File: src/rtl/assert_macros.svh
// ----------------------------------------------------------------------------
// assert_macros.svh
// shared assertion macros for the cache lookup block
// ----------------------------------------------------------------------------
`ifndef ASSERT_MACROS_SVH
`define ASSERT_MACROS_SVH

// clocked check, off while reset is asserted
`define SALC_ASSERT(lbl, prop, msg) \
	lbl: assert property (@(posedge clk) disable iff (!arst_n) (prop)) else $error(msg);

// clocked check that also holds during reset
`define SALC_ASSERT_RST(lbl, prop, msg) \
	lbl: assert property (@(posedge clk) (prop)) else $error(msg);

`endif

File: src/rtl/salc_pkg.sv
// ----------------------------------------------------------------------------
// salc_pkg
// types and constants shared by the set associative lru cache lookup
// ----------------------------------------------------------------------------
package salc_pkg;

	// default sizing
	localparam int DEF_MAX_WAYS   = 8;
	localparam int DEF_MAX_SETS   = 1024;
	localparam int DEF_ADDR_WIDTH = 32;

	// configuration port
	localparam int CFG_IDX_W  = 2;
	localparam int CFG_DATA_W = 4;

	localparam logic [CFG_IDX_W-1:0] CFG_OFFSET_BITS = 2'd0;
	localparam logic [CFG_IDX_W-1:0] CFG_SET_BITS    = 2'd1;
	localparam logic [CFG_IDX_W-1:0] CFG_WAYS_IN_USE = 2'd2;

	localparam logic [CFG_DATA_W-1:0] RST_OFFSET_BITS = 4'd5;
	localparam logic [CFG_DATA_W-1:0] RST_SET_BITS    = 4'd7;
	localparam logic [CFG_DATA_W-1:0] RST_WAYS_IN_USE = 4'd4;

	// clamp limits
	localparam logic [CFG_DATA_W-1:0] OFFSET_MAX   = 4'd8;
	localparam logic [CFG_DATA_W-1:0] SET_BITS_MAX = 4'd10;

	// widths fixed by the field layout
	localparam int RAW_SET_W = 10;  // set index before the modulo, set_bits <= 10
	localparam int SHIFT_W   = 5;   // offset + set bits <= 18
	localparam int KCNT_W    = 5;   // way count up to 16
	localparam int WAY_OUT_W = 3;

	// clamped configuration
	typedef struct packed {
		logic [CFG_DATA_W-1:0] offset;
		logic [CFG_DATA_W-1:0] setb;
		logic [KCNT_W-1:0]     ways;
	} cfg_t;

	// controller to datapath
	typedef struct packed {
		logic load;
		logic split;
		logic index;
		logic rd;
		logic upd;
		logic clr;
	} cmd_t;

	// datapath to controller
	typedef struct packed {
		logic clr_last;
	} status_t;

	typedef enum logic [2:0] {
		ST_CLEAR,
		ST_IDLE,
		ST_SPLIT,
		ST_INDEX,
		ST_READ,
		ST_UPDATE
	} state_t;

endpackage

File: src/rtl/salc_ctrl.sv
// ----------------------------------------------------------------------------
// salc_ctrl
// sequencer: clearing pass, then split, index, read and update per access
// ----------------------------------------------------------------------------
`include "assert_macros.svh"

module salc_ctrl (
	input  logic              clk,
	input  logic              arst_n,
	input  logic              start,
	input  salc_pkg::status_t status,
	output logic              busy,
	output salc_pkg::cmd_t    cmd
);

	salc_pkg::state_t state_q;
	salc_pkg::state_t state_d;

	// state register
	always_ff @(posedge clk or negedge arst_n) begin
		if (!arst_n) begin
			state_q <= salc_pkg::ST_CLEAR;
		end else begin
			state_q <= state_d;
		end
	end

	// next state and commands
	always_comb begin
		state_d = state_q;
		cmd     = '0;
		busy    = 1'b1;
		case (state_q)
			salc_pkg::ST_CLEAR: begin
				cmd.clr = 1'b1;
				if (status.clr_last) begin
					state_d = salc_pkg::ST_IDLE;
				end
			end
			salc_pkg::ST_IDLE: begin
				busy = 1'b0;
				if (start) begin
					cmd.load = 1'b1;
					state_d  = salc_pkg::ST_SPLIT;
				end
			end
			salc_pkg::ST_SPLIT: begin
				cmd.split = 1'b1;
				state_d   = salc_pkg::ST_INDEX;
			end
			salc_pkg::ST_INDEX: begin
				cmd.index = 1'b1;
				state_d   = salc_pkg::ST_READ;
			end
			salc_pkg::ST_READ: begin
				cmd.rd  = 1'b1;
				state_d = salc_pkg::ST_UPDATE;
			end
			salc_pkg::ST_UPDATE: begin
				cmd.upd = 1'b1;
				state_d = salc_pkg::ST_IDLE;
			end
			default: begin
				state_d = salc_pkg::ST_IDLE;
			end
		endcase
	end

	// checks
	`SALC_ASSERT(a_cmd_onehot0, $onehot0({cmd.load, cmd.split, cmd.index, cmd.rd, cmd.upd, cmd.clr}), "more than one command")
	`SALC_ASSERT(a_upd_then_idle, cmd.upd |=> !busy, "not ready after update")
	`SALC_ASSERT(a_step_order, cmd.split |=> cmd.index ##1 cmd.rd ##1 cmd.upd, "access steps out of order")
	`SALC_ASSERT_RST(a_no_load_in_reset, !arst_n |-> !cmd.load, "transfer taken during reset")

endmodule

File: config.mk
export PLATFORM = sky130hd
export DESIGN_NAME = salc_ctrl
export DESIGN_NICKNAME = d
export VERILOG_FILES = /design/src/rtl/salc_pkg.sv /design/src/rtl/salc_ctrl.sv
export VERILOG_INCLUDE_DIRS = /design/src /design/src/rtl
export SDC_FILE = /design/constraint.sdc
export NUM_CORES = 1
export LEC_CHECK = 0
export ABC_AREA = 1
export BUFFER_PORTS_ARGS = -buffer_cell sky130_fd_sc_hd__buf_2
export CORE_AREA = 2 2 39 41
export CTS_BUF_LIST = sky130_fd_sc_hd__clkbuf_2 sky130_fd_sc_hd__clkbuf_4 sky130_fd_sc_hd__clkbuf_8
export CTS_CLUSTER_DIAMETER = 60
export DETAILED_ROUTE_END_ITERATION = 8
export DIE_AREA = 0 0 41 43
export GPL_TIMING_DRIVEN = 0
export PLACE_DENSITY = 0.45
export SLEW_MARGIN = 20
export SYNTH_ARGS = -nofsm -noshare
export SYNTH_HDL_FRONTEND = slang
export SYNTH_SLANG_ARGS = --single-unit
File: constraint.sdc
create_clock -name clk -period 0.9 [get_ports clk]
set_clock_uncertainty 0.15 [all_clocks]
set_input_delay 0.18 -clock clk [delete_from_list [all_inputs] [get_ports clk]]
set_output_delay 0.18 -clock clk [all_outputs]
set_load 0.01 [all_outputs]
## After elaboration in Yosys (flattened, before gate mapping)

Index checks and enable logic that the tools add are counted.
Widths: inputs -> output; s select.

| word-level totals | value |
|---|---|
| logic and storage cells | 21 |
| input bits | 4 |
| output and inout bits | 7 |
| register bits | 3 |

| cells by class | value |
|---|---|
| reduce and logical (&&, ||, !) cells | 2 |
| muxes and demuxes | 11 |
| equality and inequality tests | 7 |

Operators by type and width:

| kind | count |
|---|---|
| $pmux 3 s5 | 1 |
| $mux 1 | 8 |
| $eq 3x2->1 const B | 2 |
| $eq 3x3->1 const B | 2 |
| $mux 3 | 2 |
| $ne 2x2->1 const B | 2 |
| $eq 3x1->1 const B | 1 |
| $logic_not 3->1 | 1 |
| $reduce_and 2->1 | 1 |

## Depth between registers and ports, before layout

| depth | value |
|---|---|
| depth after elaboration | 3 |
| mapped depth | 5 |

## Least setup slack after synthesis

Ideal clock, no wire load.

| timing | value |
|---|---|
| path kind | register to output |
| from | register state_q[2] |
| to | output cmd[5] (netlist bit) |
| required time | 0.570 ns |
| buffers on the path | 0 |
| slack | -0.219 ns |
| cell stages (with the launch flop) | 4 |
| arrival time | 0.789 ns |
| cell sequence | dfrtp_1 > inv_2 > nand3_2 > nor2_1 |

RTL lines:

| item | line | source |
|---|---|---|
| start: declaration | salc_ctrl.sv:16 | `salc_pkg::state_t state_q;` |
| start signal: assignment | salc_ctrl.sv:22 | `state_q <= salc_pkg::ST_CLEAR;` |
| start signal: assignment | salc_ctrl.sv:24 | `state_q <= state_d;` |
| end: declaration | salc_ctrl.sv:13 | `output salc_pkg::cmd_t cmd` |

==> results_dict.tcl <==
set metrics [dict create \
    status "finished, violations left" \
    violations "negative setup slack" \
    cp_max_fo 5 \
    hold_class "input port to flip-flop" \
    ant_nets 0 \
    start_kind "flip-flop" \
    post-route-period-util_pct 155 \
    syn_area_sq_um 190 \
    initial_core_util_pct 13.7 \
    instances_no_fill 68 \
    syn-num-nets 33 \
    synth_cells 29 \
    antenna_found_initial 0 \
    yosysTopAreaCell "dfrtp_1" \
    cts_root_buffer "clkbuf_4" \
    relSlewSlack_pct 90.3 \
    numPortBuffers 10 \
    grt_util_all_layers_pct 8.65 \
    fp.dieH_microns 43 \
    routabilityCongestion 0.709 \
    synth_cell_types 11 \
    ys_warn_count 0 \
    largest-register "state_q" \
    criticalPathCategory "flip-flop to output port" \
    final_util_pct 32.2 \
    r2r_cells 5 \
    dr.pass1.iters 3 \
    p_leak_nw 0.239 \
    grt_pass1_vias 274 \
    grt_pass1_wl_microns 972 \
    vias 262 \
    hold_violations 0 \
    io_pins 11 \
    route.detailed.wl_per_inst_microns 8.78 \
    top_regs "state_q: 3 flops" \
    clock_tree.buffer_depth 2 \
    vias_per_cell 3.85 \
    netlist_top_cells_area "dfrtp_1 (39%), inv_1 (14%), nor2_1 (14%)" \
    core-area_sq_um 1380 \
    async_flop_share_pct 100 \
    synth_top_cells_by_count "inv_1 (7), nor2_1 (7), nand2_1 (4)" \
    rsz0062_at_grt "true" \
    yosys.area.top_type_share_pct 39.5 \
    ys_seq_area_share_pct 39.5 \
    routed_wirelength_microns 597 \
    fmaxAchievable_ghz 0.717 \
    setup_viol 10 \
    place_inst 55 \
    placementRows 14 \
    cts_tree "built" \
    dpl.hpwl_microns 368 \
    synth.avg_cell_area_sq_um 6.56 \
    overflow 0 \
    hold_depth 4 \
    route.detailed.drc 0 \
    worstPathArrival_ns 1.06 \
    crit_path_end_kind "output port" \
    synth-seq-cells 3 \
    period_minus_slack_ns 1.39 \
    layout-drive-gt1-share_pct 73.1 \
    syn_to_final_growth_pct 134 \
    dieArea_sq_um 1760 \
    cts_inserted_buffers 3 \
    tightest_slew_ns 0.146 \
    drt_iter0_drc 1 \
    peakVddDrop_uv 1070 \
    nets 57 \
    clk_latency_ns 0.23 \
    path_clk_slew_ns 0.03 \
    worstPathRequired_ns 0.57 \
    largest_register_ffs 3 \
    fin_ws_ns -0.495 \
    synthFlopType "dfrtp_1" \
    die_width_microns 41 \
    grt_max_degree 8 \
    htreeDepth 1 \
    synth_edf_count 0 \
    numClockSinks 3 \
    diodes 0 \
    powerDensity_nw_per_um2 3670 \
    drv_slew 0 \
    cap_violations 0 \
]
-- power breakdown --
| part | leakage [nW] | switching (mW) | internal, mW | total (mW) |
|---|---|---|---|---|
| Clock | 0.0184 | 0.0657 | 0.196 | 0.262 |
| Sequential | 0.0356 | 0.0734 | 0.199 | 0.273 |
| Combinational | 0.185 | 0.545 | 0.556 | 1.10 |
| Total | 0.239 | 0.684 | 0.951 | 1.63 |
-- layer usage --
layer | global-route usage, % | vias to the layer above | wire, microns
met2 | 13.8 | 6 | 370
met3 | 1.57 | 0 | 36
met5 | 0 | - | 0
li1 | - | 136 | -
met4 | 10.0 | 0 | 0
met1 | 7.77 | 120 | 190
-- logic make-up after synthesis --
family,after synthesis,share of synthesized area (%)
buf+inv,8,15.8
simple gates,16,38.8
flops,3,39.5
compound gates,2,5.92
-- stage by stage --
stage | setup TNS (ns) | total power [mW] | setup WS (ns) | hold WS (ns) | instance area, sq um
global placement | -2.49 | 0.896 | -0.297 | -0.171 | 288
CTS | -4.07 | 1.44 | -0.541 | 0.0823 | 394
global route | -4.55 | 1.77 | -0.584 | 0.114 | 445
finish | -3.89 | 1.63 | -0.495 | 0.0802 | 445
floorplan | -1.33 | 0.714 | -0.172 | -0.266 | 218
detailed placement | -2.49 | 0.896 | -0.307 | -0.173 | 288
-- critical path, stage by stage, from the launching register on --
cell,delay [ns]
dfrtp_1,0.40
inv_2,0.15
nand3_1,0.11
inv_1,0.06
buf_2,0.12
-- repair_timing --
action                                  4_1_cts  5_1_grt
gates resized for setup                      10        9
cloned                                        0        0
pin swaps                                     2        5
hold endpoints to repair                      3        0
endpoints found under the setup margin       10       10
hold buffers                                  1        0
setup buffers                                 5        4
-- placed cells by master, fill, tap and decap left out --
master         instances
nand3_4                1
nor2_4                 2
buf_2                  8
inv_4                  1
nand2_4                1
nand3_1                2
inv_1                  4
inv_2                  3
clkbuf_4               4
buf_4                  4
nand3b_1               1
dfrtp_2                1
buf_6                  6
dfrtp_1                2
nor2_2                 5
nor3_2                 1
o21ai_1                1
o22ai_2                1
nand2_1                3
dlygate4sd3_1          1
-- area by class of cell --
cell class	count	area, sq um
Tap cell	16	20.0
Clock buffer	4	30.0
Sequential cell	3	76.3
Inverter	8	32.5
Fill cell	167	938
Timing Repair Buffer	19	148
Multi-Input combinational cell	18	139
-- worst paths after layout --
kind                       startpoint          to  slack (ns)
setup / recovery           state_q[0]      cmd[4]       -0.49
hold reg to reg            state_q[1]  state_q[0]        0.48
max in group asynchronous      arst_n  state_q[1]        0.36
hold / removal                  start  state_q[0]        0.08
min in group asynchronous      arst_n  state_q[1]        0.13
setup reg to reg           state_q[2]  state_q[1]       -0.21
(Power assumes the default switching activity.)
