===== config.mk =====
export PLATFORM = sky130hd
export DESIGN_NAME = salc_cfg
export DESIGN_NICKNAME = d
export VERILOG_FILES = /design/src/rtl/assert_macros.svh /design/src/rtl/salc_pkg.sv /design/src/rtl/salc_cfg.sv
export SDC_FILE = /design/constraint.sdc
export NUM_CORES = 1
export LEC_CHECK = 0
export BUFFER_PORTS_ARGS = -buffer_cell sky130_fd_sc_hd__buf_2
export CAP_MARGIN = 20
export CORE_AREA = 4 4 41 43
export CTS_BUF_LIST = sky130_fd_sc_hd__clkbuf_4 sky130_fd_sc_hd__clkbuf_8
export CTS_CLUSTER_SIZE = 16
export DETAILED_ROUTE_END_ITERATION = 12
export DIE_AREA = 0 0 45 47
export GPL_TIMING_DRIVEN = 0
export PLACE_DENSITY_LB_ADDON = 0.1
export SYNTH_ARGS = -nofsm -noshare
export SYNTH_HDL_FRONTEND = slang
export SYNTH_SLANG_ARGS = --single-unit

===== constraint.sdc =====
create_clock -name clk -period 1.4 [get_ports clk]
set_clock_uncertainty 0.15 [all_clocks]
set_input_delay 0.42 -clock clk [delete_from_list [all_inputs] [get_ports clk]]
set_output_delay 0.42 -clock clk [all_outputs]
set_load 0.01 [all_outputs]

===== src/rtl/assert_macros.svh =====
// ----------------------------------------------------------------------------
// assert_macros.svh
// shared assertion macros for the cache lookup block
// ----------------------------------------------------------------------------
`ifndef ASSERT_MACROS_SVH
`define ASSERT_MACROS_SVH

// clocked check, off while reset is asserted
`define SALC_ASSERT(lbl, prop, msg) \
	lbl: assert property (@(posedge clk) disable iff (!arst_n) (prop)) else $error(msg);

// clocked check that also holds during reset
`define SALC_ASSERT_RST(lbl, prop, msg) \
	lbl: assert property (@(posedge clk) (prop)) else $error(msg);

`endif


===== src/rtl/salc_pkg.sv =====
// ----------------------------------------------------------------------------
// salc_pkg
// types and constants shared by the set associative lru cache lookup
// ----------------------------------------------------------------------------
package salc_pkg;

	// default sizing
	localparam int DEF_MAX_WAYS   = 8;
	localparam int DEF_MAX_SETS   = 1024;
	localparam int DEF_ADDR_WIDTH = 32;

	// configuration port
	localparam int CFG_IDX_W  = 2;
	localparam int CFG_DATA_W = 4;

	localparam logic [CFG_IDX_W-1:0] CFG_OFFSET_BITS = 2'd0;
	localparam logic [CFG_IDX_W-1:0] CFG_SET_BITS    = 2'd1;
	localparam logic [CFG_IDX_W-1:0] CFG_WAYS_IN_USE = 2'd2;

	localparam logic [CFG_DATA_W-1:0] RST_OFFSET_BITS = 4'd5;
	localparam logic [CFG_DATA_W-1:0] RST_SET_BITS    = 4'd7;
	localparam logic [CFG_DATA_W-1:0] RST_WAYS_IN_USE = 4'd4;

	// clamp limits
	localparam logic [CFG_DATA_W-1:0] OFFSET_MAX   = 4'd8;
	localparam logic [CFG_DATA_W-1:0] SET_BITS_MAX = 4'd10;

	// widths fixed by the field layout
	localparam int RAW_SET_W = 10;  // set index before the modulo, set_bits <= 10
	localparam int SHIFT_W   = 5;   // offset + set bits <= 18
	localparam int KCNT_W    = 5;   // way count up to 16
	localparam int WAY_OUT_W = 3;

	// clamped configuration
	typedef struct packed {
		logic [CFG_DATA_W-1:0] offset;
		logic [CFG_DATA_W-1:0] setb;
		logic [KCNT_W-1:0]     ways;
	} cfg_t;

	// controller to datapath
	typedef struct packed {
		logic load;
		logic split;
		logic index;
		logic rd;
		logic upd;
		logic clr;
	} cmd_t;

	// datapath to controller
	typedef struct packed {
		logic clr_last;
	} status_t;

	typedef enum logic [2:0] {
		ST_CLEAR,
		ST_IDLE,
		ST_SPLIT,
		ST_INDEX,
		ST_READ,
		ST_UPDATE
	} state_t;

endpackage


===== src/rtl/salc_cfg.sv =====
// ----------------------------------------------------------------------------
// salc_cfg
// configuration registers with range clamping
// ----------------------------------------------------------------------------
module salc_cfg #(
	parameter int MAX_WAYS = salc_pkg::DEF_MAX_WAYS
) (
	input  logic                            clk,
	input  logic                            arst_n,
	input  logic                            cfg_valid,
	output logic                            cfg_ready,
	input  logic [salc_pkg::CFG_IDX_W-1:0]  cfg_index,
	input  logic [salc_pkg::CFG_DATA_W-1:0] cfg_data,
	output salc_pkg::cfg_t                  cfg
);

	logic [salc_pkg::CFG_DATA_W-1:0] offset_q;
	logic [salc_pkg::CFG_DATA_W-1:0] setb_q;
	logic [salc_pkg::CFG_DATA_W-1:0] ways_q;
	logic [salc_pkg::KCNT_W-1:0]     ways_ext;

	// writes are always taken
	assign cfg_ready = 1'b1;

	// register file, unknown indexes are dropped
	always_ff @(posedge clk or negedge arst_n) begin
		if (!arst_n) begin
			offset_q <= salc_pkg::RST_OFFSET_BITS;
			setb_q   <= salc_pkg::RST_SET_BITS;
			ways_q   <= salc_pkg::RST_WAYS_IN_USE;
		end else if (cfg_valid) begin
			case (cfg_index)
				salc_pkg::CFG_OFFSET_BITS: offset_q <= cfg_data;
				salc_pkg::CFG_SET_BITS:    setb_q   <= cfg_data;
				salc_pkg::CFG_WAYS_IN_USE: ways_q   <= cfg_data;
				default: ;
			endcase
		end
	end

	// clamp to the supported ranges
	assign ways_ext = salc_pkg::KCNT_W'(ways_q);

	always_comb begin
		cfg.offset = (offset_q > salc_pkg::OFFSET_MAX) ? salc_pkg::OFFSET_MAX : offset_q;
		cfg.setb   = (setb_q > salc_pkg::SET_BITS_MAX) ? salc_pkg::SET_BITS_MAX : setb_q;
		if (ways_ext == '0) begin
			cfg.ways = salc_pkg::KCNT_W'(1);
		end else if (ways_ext > salc_pkg::KCNT_W'(MAX_WAYS)) begin
			cfg.ways = salc_pkg::KCNT_W'(MAX_WAYS);
		end else begin
			cfg.ways = ways_ext;
		end
	end

endmodule


Word-level counts from Yosys, hierarchy flattened
Index checks and enable logic that the tools add are counted.

ROM bits: 0. Bits in latches: 0. RAM bits: 0. Logic and storage cells: 17. Output and inout bits: 14. Memories: 0. Bits in registers: 12.

Shift operators: 0. $lt $le $gt $ge: 3. Div/mod/pow operators: 0. Mux-type cells: 4. Reduce and logical (&&, ||, !) cells: 5. Equality and inequality tests: 2. Bitwise operators: 0. Add/subtract/negate cells: 0. Multiply operators: 0.

Operator list (number): 4-bit two-way mux (4); 4-bit greater-than comparator, second input constant (3); 2-bit AND reduction (3); 5-bit logical NOT (1); 2-bit by 1-bit == test with 1-bit output, second input constant (1); 2-bit == test, second input constant (1); 2-bit logical NOT (1).

Depth between registers and ports, before layout
Depth in word-level cells: 3. Gate-level depth with buffers: 2. Gate-level depth less buffers: 2.

Least setup slack after synthesis
OpenSTA, ideal clock, no wires.

Kind: reg-to-output. Start point: register setb_q[2] (netlist name). End point: output cfg[5] (netlist name). Slack: 0.066 ns. Stages on the path, launching flop included: 3. Arrival time: 0.764 ns. Path buffers: 0. Cell sequence: dfstp_2 > o21ai_0 > and2_1.

RTL lines: from (decl) (line salc_cfg.sv:18) `logic [salc_pkg::CFG_DATA_W-1:0] setb_q;`; from (signal assigned) (line salc_cfg.sv:29) `setb_q <= salc_pkg::RST_SET_BITS;`; from (signal assigned) (line salc_cfg.sv:34) `salc_pkg::CFG_SET_BITS: setb_q <= cfg_data;`; to (decl) (line salc_cfg.sv:14) `output salc_pkg::cfg_t cfg`.

==> summary.txt <==
Outcome
  – Outcome: complete, but fails checks
  – Failing checks: setup timing

Final layout
  – Final nets: 82
  – Utilization after layout: 62.3%
  – Area of the multi-input gates: 268 um^2
  – P&R area growth vs syn: 39.7%
  – Reg area: 310 um^2
  – Commonest non-fill, non-tap cell in the layout: buf_2
  – ANT cells: 0
  – Filler instances: 117
  – Most frequent cells in the layout: 17 x buf_2, 12 x mux2_2, 6 x dfstp_2, 5 x buf_6
  – Share of layout cells above drive strength 1: 75.0%
  – Final cell count without fillers: 87
  – Final Instance Area: 811 um^2

Global routing
  – Vias in the first global route: 394
  – GRT Overall Usage: 11.7%
  – First-pass GRT wire length: 1.71 mm
  – Top Usage Layer GRT: met2
  – Met1 Usage GRT: 15.1%
  – Met2 Usage GRT: 16.7%
  – Gr ovfl total: 0
  – Met3 Use GR: 3.45%
  – Largest net degree at the start of global routing: 13
  – Initial antenna violation count: 0

Logic synthesis
  – Post-synthesis area per instance: 12.9 um^2
  – Synth area leaders: dfstp_2 27%, dfrtp_1 26%, mux2_2 23%
  – Syn Nets: 54
  – Yosys cell types: 14
  – Synthesized area: 581 um^2
  – Yosys Warn Count: 0
  – Cells after synthesis: 45
  – Sequential share of the synthesized area: 53.0%
  – Flops & latches, synth: 12
  – Post-synthesis cell type with the largest combined area: dfstp_2
  – Top cell type's share of synthesized area: 27.2%

Pwr
  – Psw: 0.000294 W
  – Sw Share: 26.6%
  – Reg power frac: 44.9%
  – Cell area power density: 1360 nW/um^2
  – Leak: 0.377 nW
  – Internal: 0.000810 W
  – VDD IR-drop max: 762 uV
  – Overall Power: 0.00110 W
  – Clk pwr share: 24.2%
  – Comb power frac: 31.0%

Route
  – DR vias/cell: 4.82
  – Antenna-violating nets left: 0
  – Post-DR wirelength/cell: 12.5 um
  – Vias: 419
  – DR pass1 iterations: 2
  – DRT iter0 DRCs: 3
  – DRT Wirelength: 1.09 mm
  – Residual DRC: 0

Clock tree
  – H-tree Lvls: 1
  – CTS Buf Count: 3
  – CTS Root Cell: clkbuf_4
  – CTS tree: done
  – Clock tree buffer depth: 2
  – Clk_lat worst skew: 260 ps
  – Clk pin slew, worst setup/hold paths: 70 ps
  – Clk sink count: 12

Die
  – Io pins: 23
  – Die Y: 47 um
  – Initial core utilization: 44.6%
  – Die Wd: 45 um
  – Core area: 1300 um^2
  – Std cell rows: 13
  – Die area: 2120 um^2

Placement
  – Inst Count DP: 80
  – DPL Wire Length: 821 um
  – Setup WS pre-CTS: -84.3 ps
  – GPL Wtd Cong: 0.690
  – # port buffers: 20
  – Dpl cell area: 699 um^2

STA
  – Final Hold Viols: 0
  – Fmax: 581 MHz
  – Crit path time final: 1720 ps
  – Final Max Tran Viols: 0
  – Final setup fails: 12
  – RSZ-0062 raised after global routing: true
  – Setup WS post-layout: -320 ps
  – Fin crit share: 123%

Worst hold path
  – HP Class: in2reg
  – Min-delay src: cfg_data[3]
  – Worst hold endpoint: setb_q[3]
  – Worst hold stages: 2

Setup path
  – Worst reg2reg endpoint: ways_q[1]
  – R2r worst-path depth: 2
  – Max stage delay on crit path: 560 ps
  – Worst path slowest cell: dfstp_2
  – Arrival @ worst endpoint: 1150 ps
  – Worst R2R Start: ways_q[1]
  – CP delay by family, top: flip-flops
  – R2R setup slack: 380 ps
  – CP required: 830 ps
  – Startpoint types: flip-flop
  – Crit-path max FO: 4
  – Worst setup path category: reg2out
  – Worst path bufs/invs: 1
  – Critical-path cell list: o21ai_2, and2_4, buf_6
  – Crit end category: primary output

Job
  – Number of max-cap violations: 0
-- worst max path at each step --
stage,start,endpoint,slack [ps],cells past startpoint
global route,setb_q[2],cfg[5],-370,3
global placement,cfg_index[0],offset_q[1],-80,3
CTS,setb_q[2],cfg[5],-320,3
detailed placement,cfg_index[0],offset_q[1],-80,3
finish,setb_q[2],cfg[5],-320,3
floorplan,setb_q[2],cfg[5],70,2
-- flip-flops by register name, indices dropped and copies added, names as in the netlist --
signal	cells
setb_q	4
ways_q	4
offset_q	4
-- worst register-to-register path, delay by kind of cell (launching register included) --
kind                   cells  cell delay [ps]
buffers and inverters      1              120
DFF                        1              400
muxes                      1              250
-- logic make-up after synthesis --
family	Yosys count	synth area share (%)
compound gates	3	3.88
buf+inv	5	4.52
flops	12	53.0
mux	12	23.3
other cells	2	1.29
simple gates	11	14.0
-- synth_stat cells --
library cell	count
clkbuf_1	3
and2_1	1
conb_1	2
o21ai_0	1
a21o_1	1
nor2b_1	6
dfstp_2	6
mux2_2	12
dfrtp_1	6
nand3b_1	2
nor2_1	1
nor3b_4	1
buf_4	2
o21ba_2	1
-- layout make-up --
type | count | area share [%]
Buffer | 5 | 3.24
Clock buffer | 4 | 4.48
Multi-Input combinational cell | 28 | 33.0
Sequential cell | 12 | 38.3
Tap cell | 15 | 2.31
Timing Repair Buffer | 23 | 18.7
-- power groups by stage --
stage                     Combinational (W)  Sequential (W)  Clock (W)
final                              0.000342        0.000495   0.000267
after global routing               0.000373        0.000505   0.000299
after global placement             0.000270        0.000490          0
after CTS                          0.000289        0.000483   0.000277
after detailed placement           0.000273        0.000489          0
after floorplan                    0.000174        0.000475          0
-- metrics by stage --
step	hold slack [ps]	setup TNS, ps
global route	261	-2870
finish	275	-2280
CTS	261	-2300
floorplan	-25.6	0
detailed placement	161	-365
global placement	165	-341
-- routing by layer --
metal  vias up  wire length, um  part of all wire [%]
li1        203                -                     -
met1       200              487                    45
met2        14              499                    46
met3         2               88                   8.1
met4         0               12                   1.1
met5         -                0                     0
-- timing repair --
| action | 4_1_cts | 5_1_grt |
|---|---|---|
| gates cloned | 0 | 0 |
| setup endpoints to repair | 12 | 12 |
| gates resized for setup | 2 | 11 |
| hold endpoints to repair | 6 | 0 |
| setup buffers | 1 | 1 |
| hold buffers | 1 | 0 |
| pin swaps | 2 | 1 |
Power figures use the tool's default switching activity.
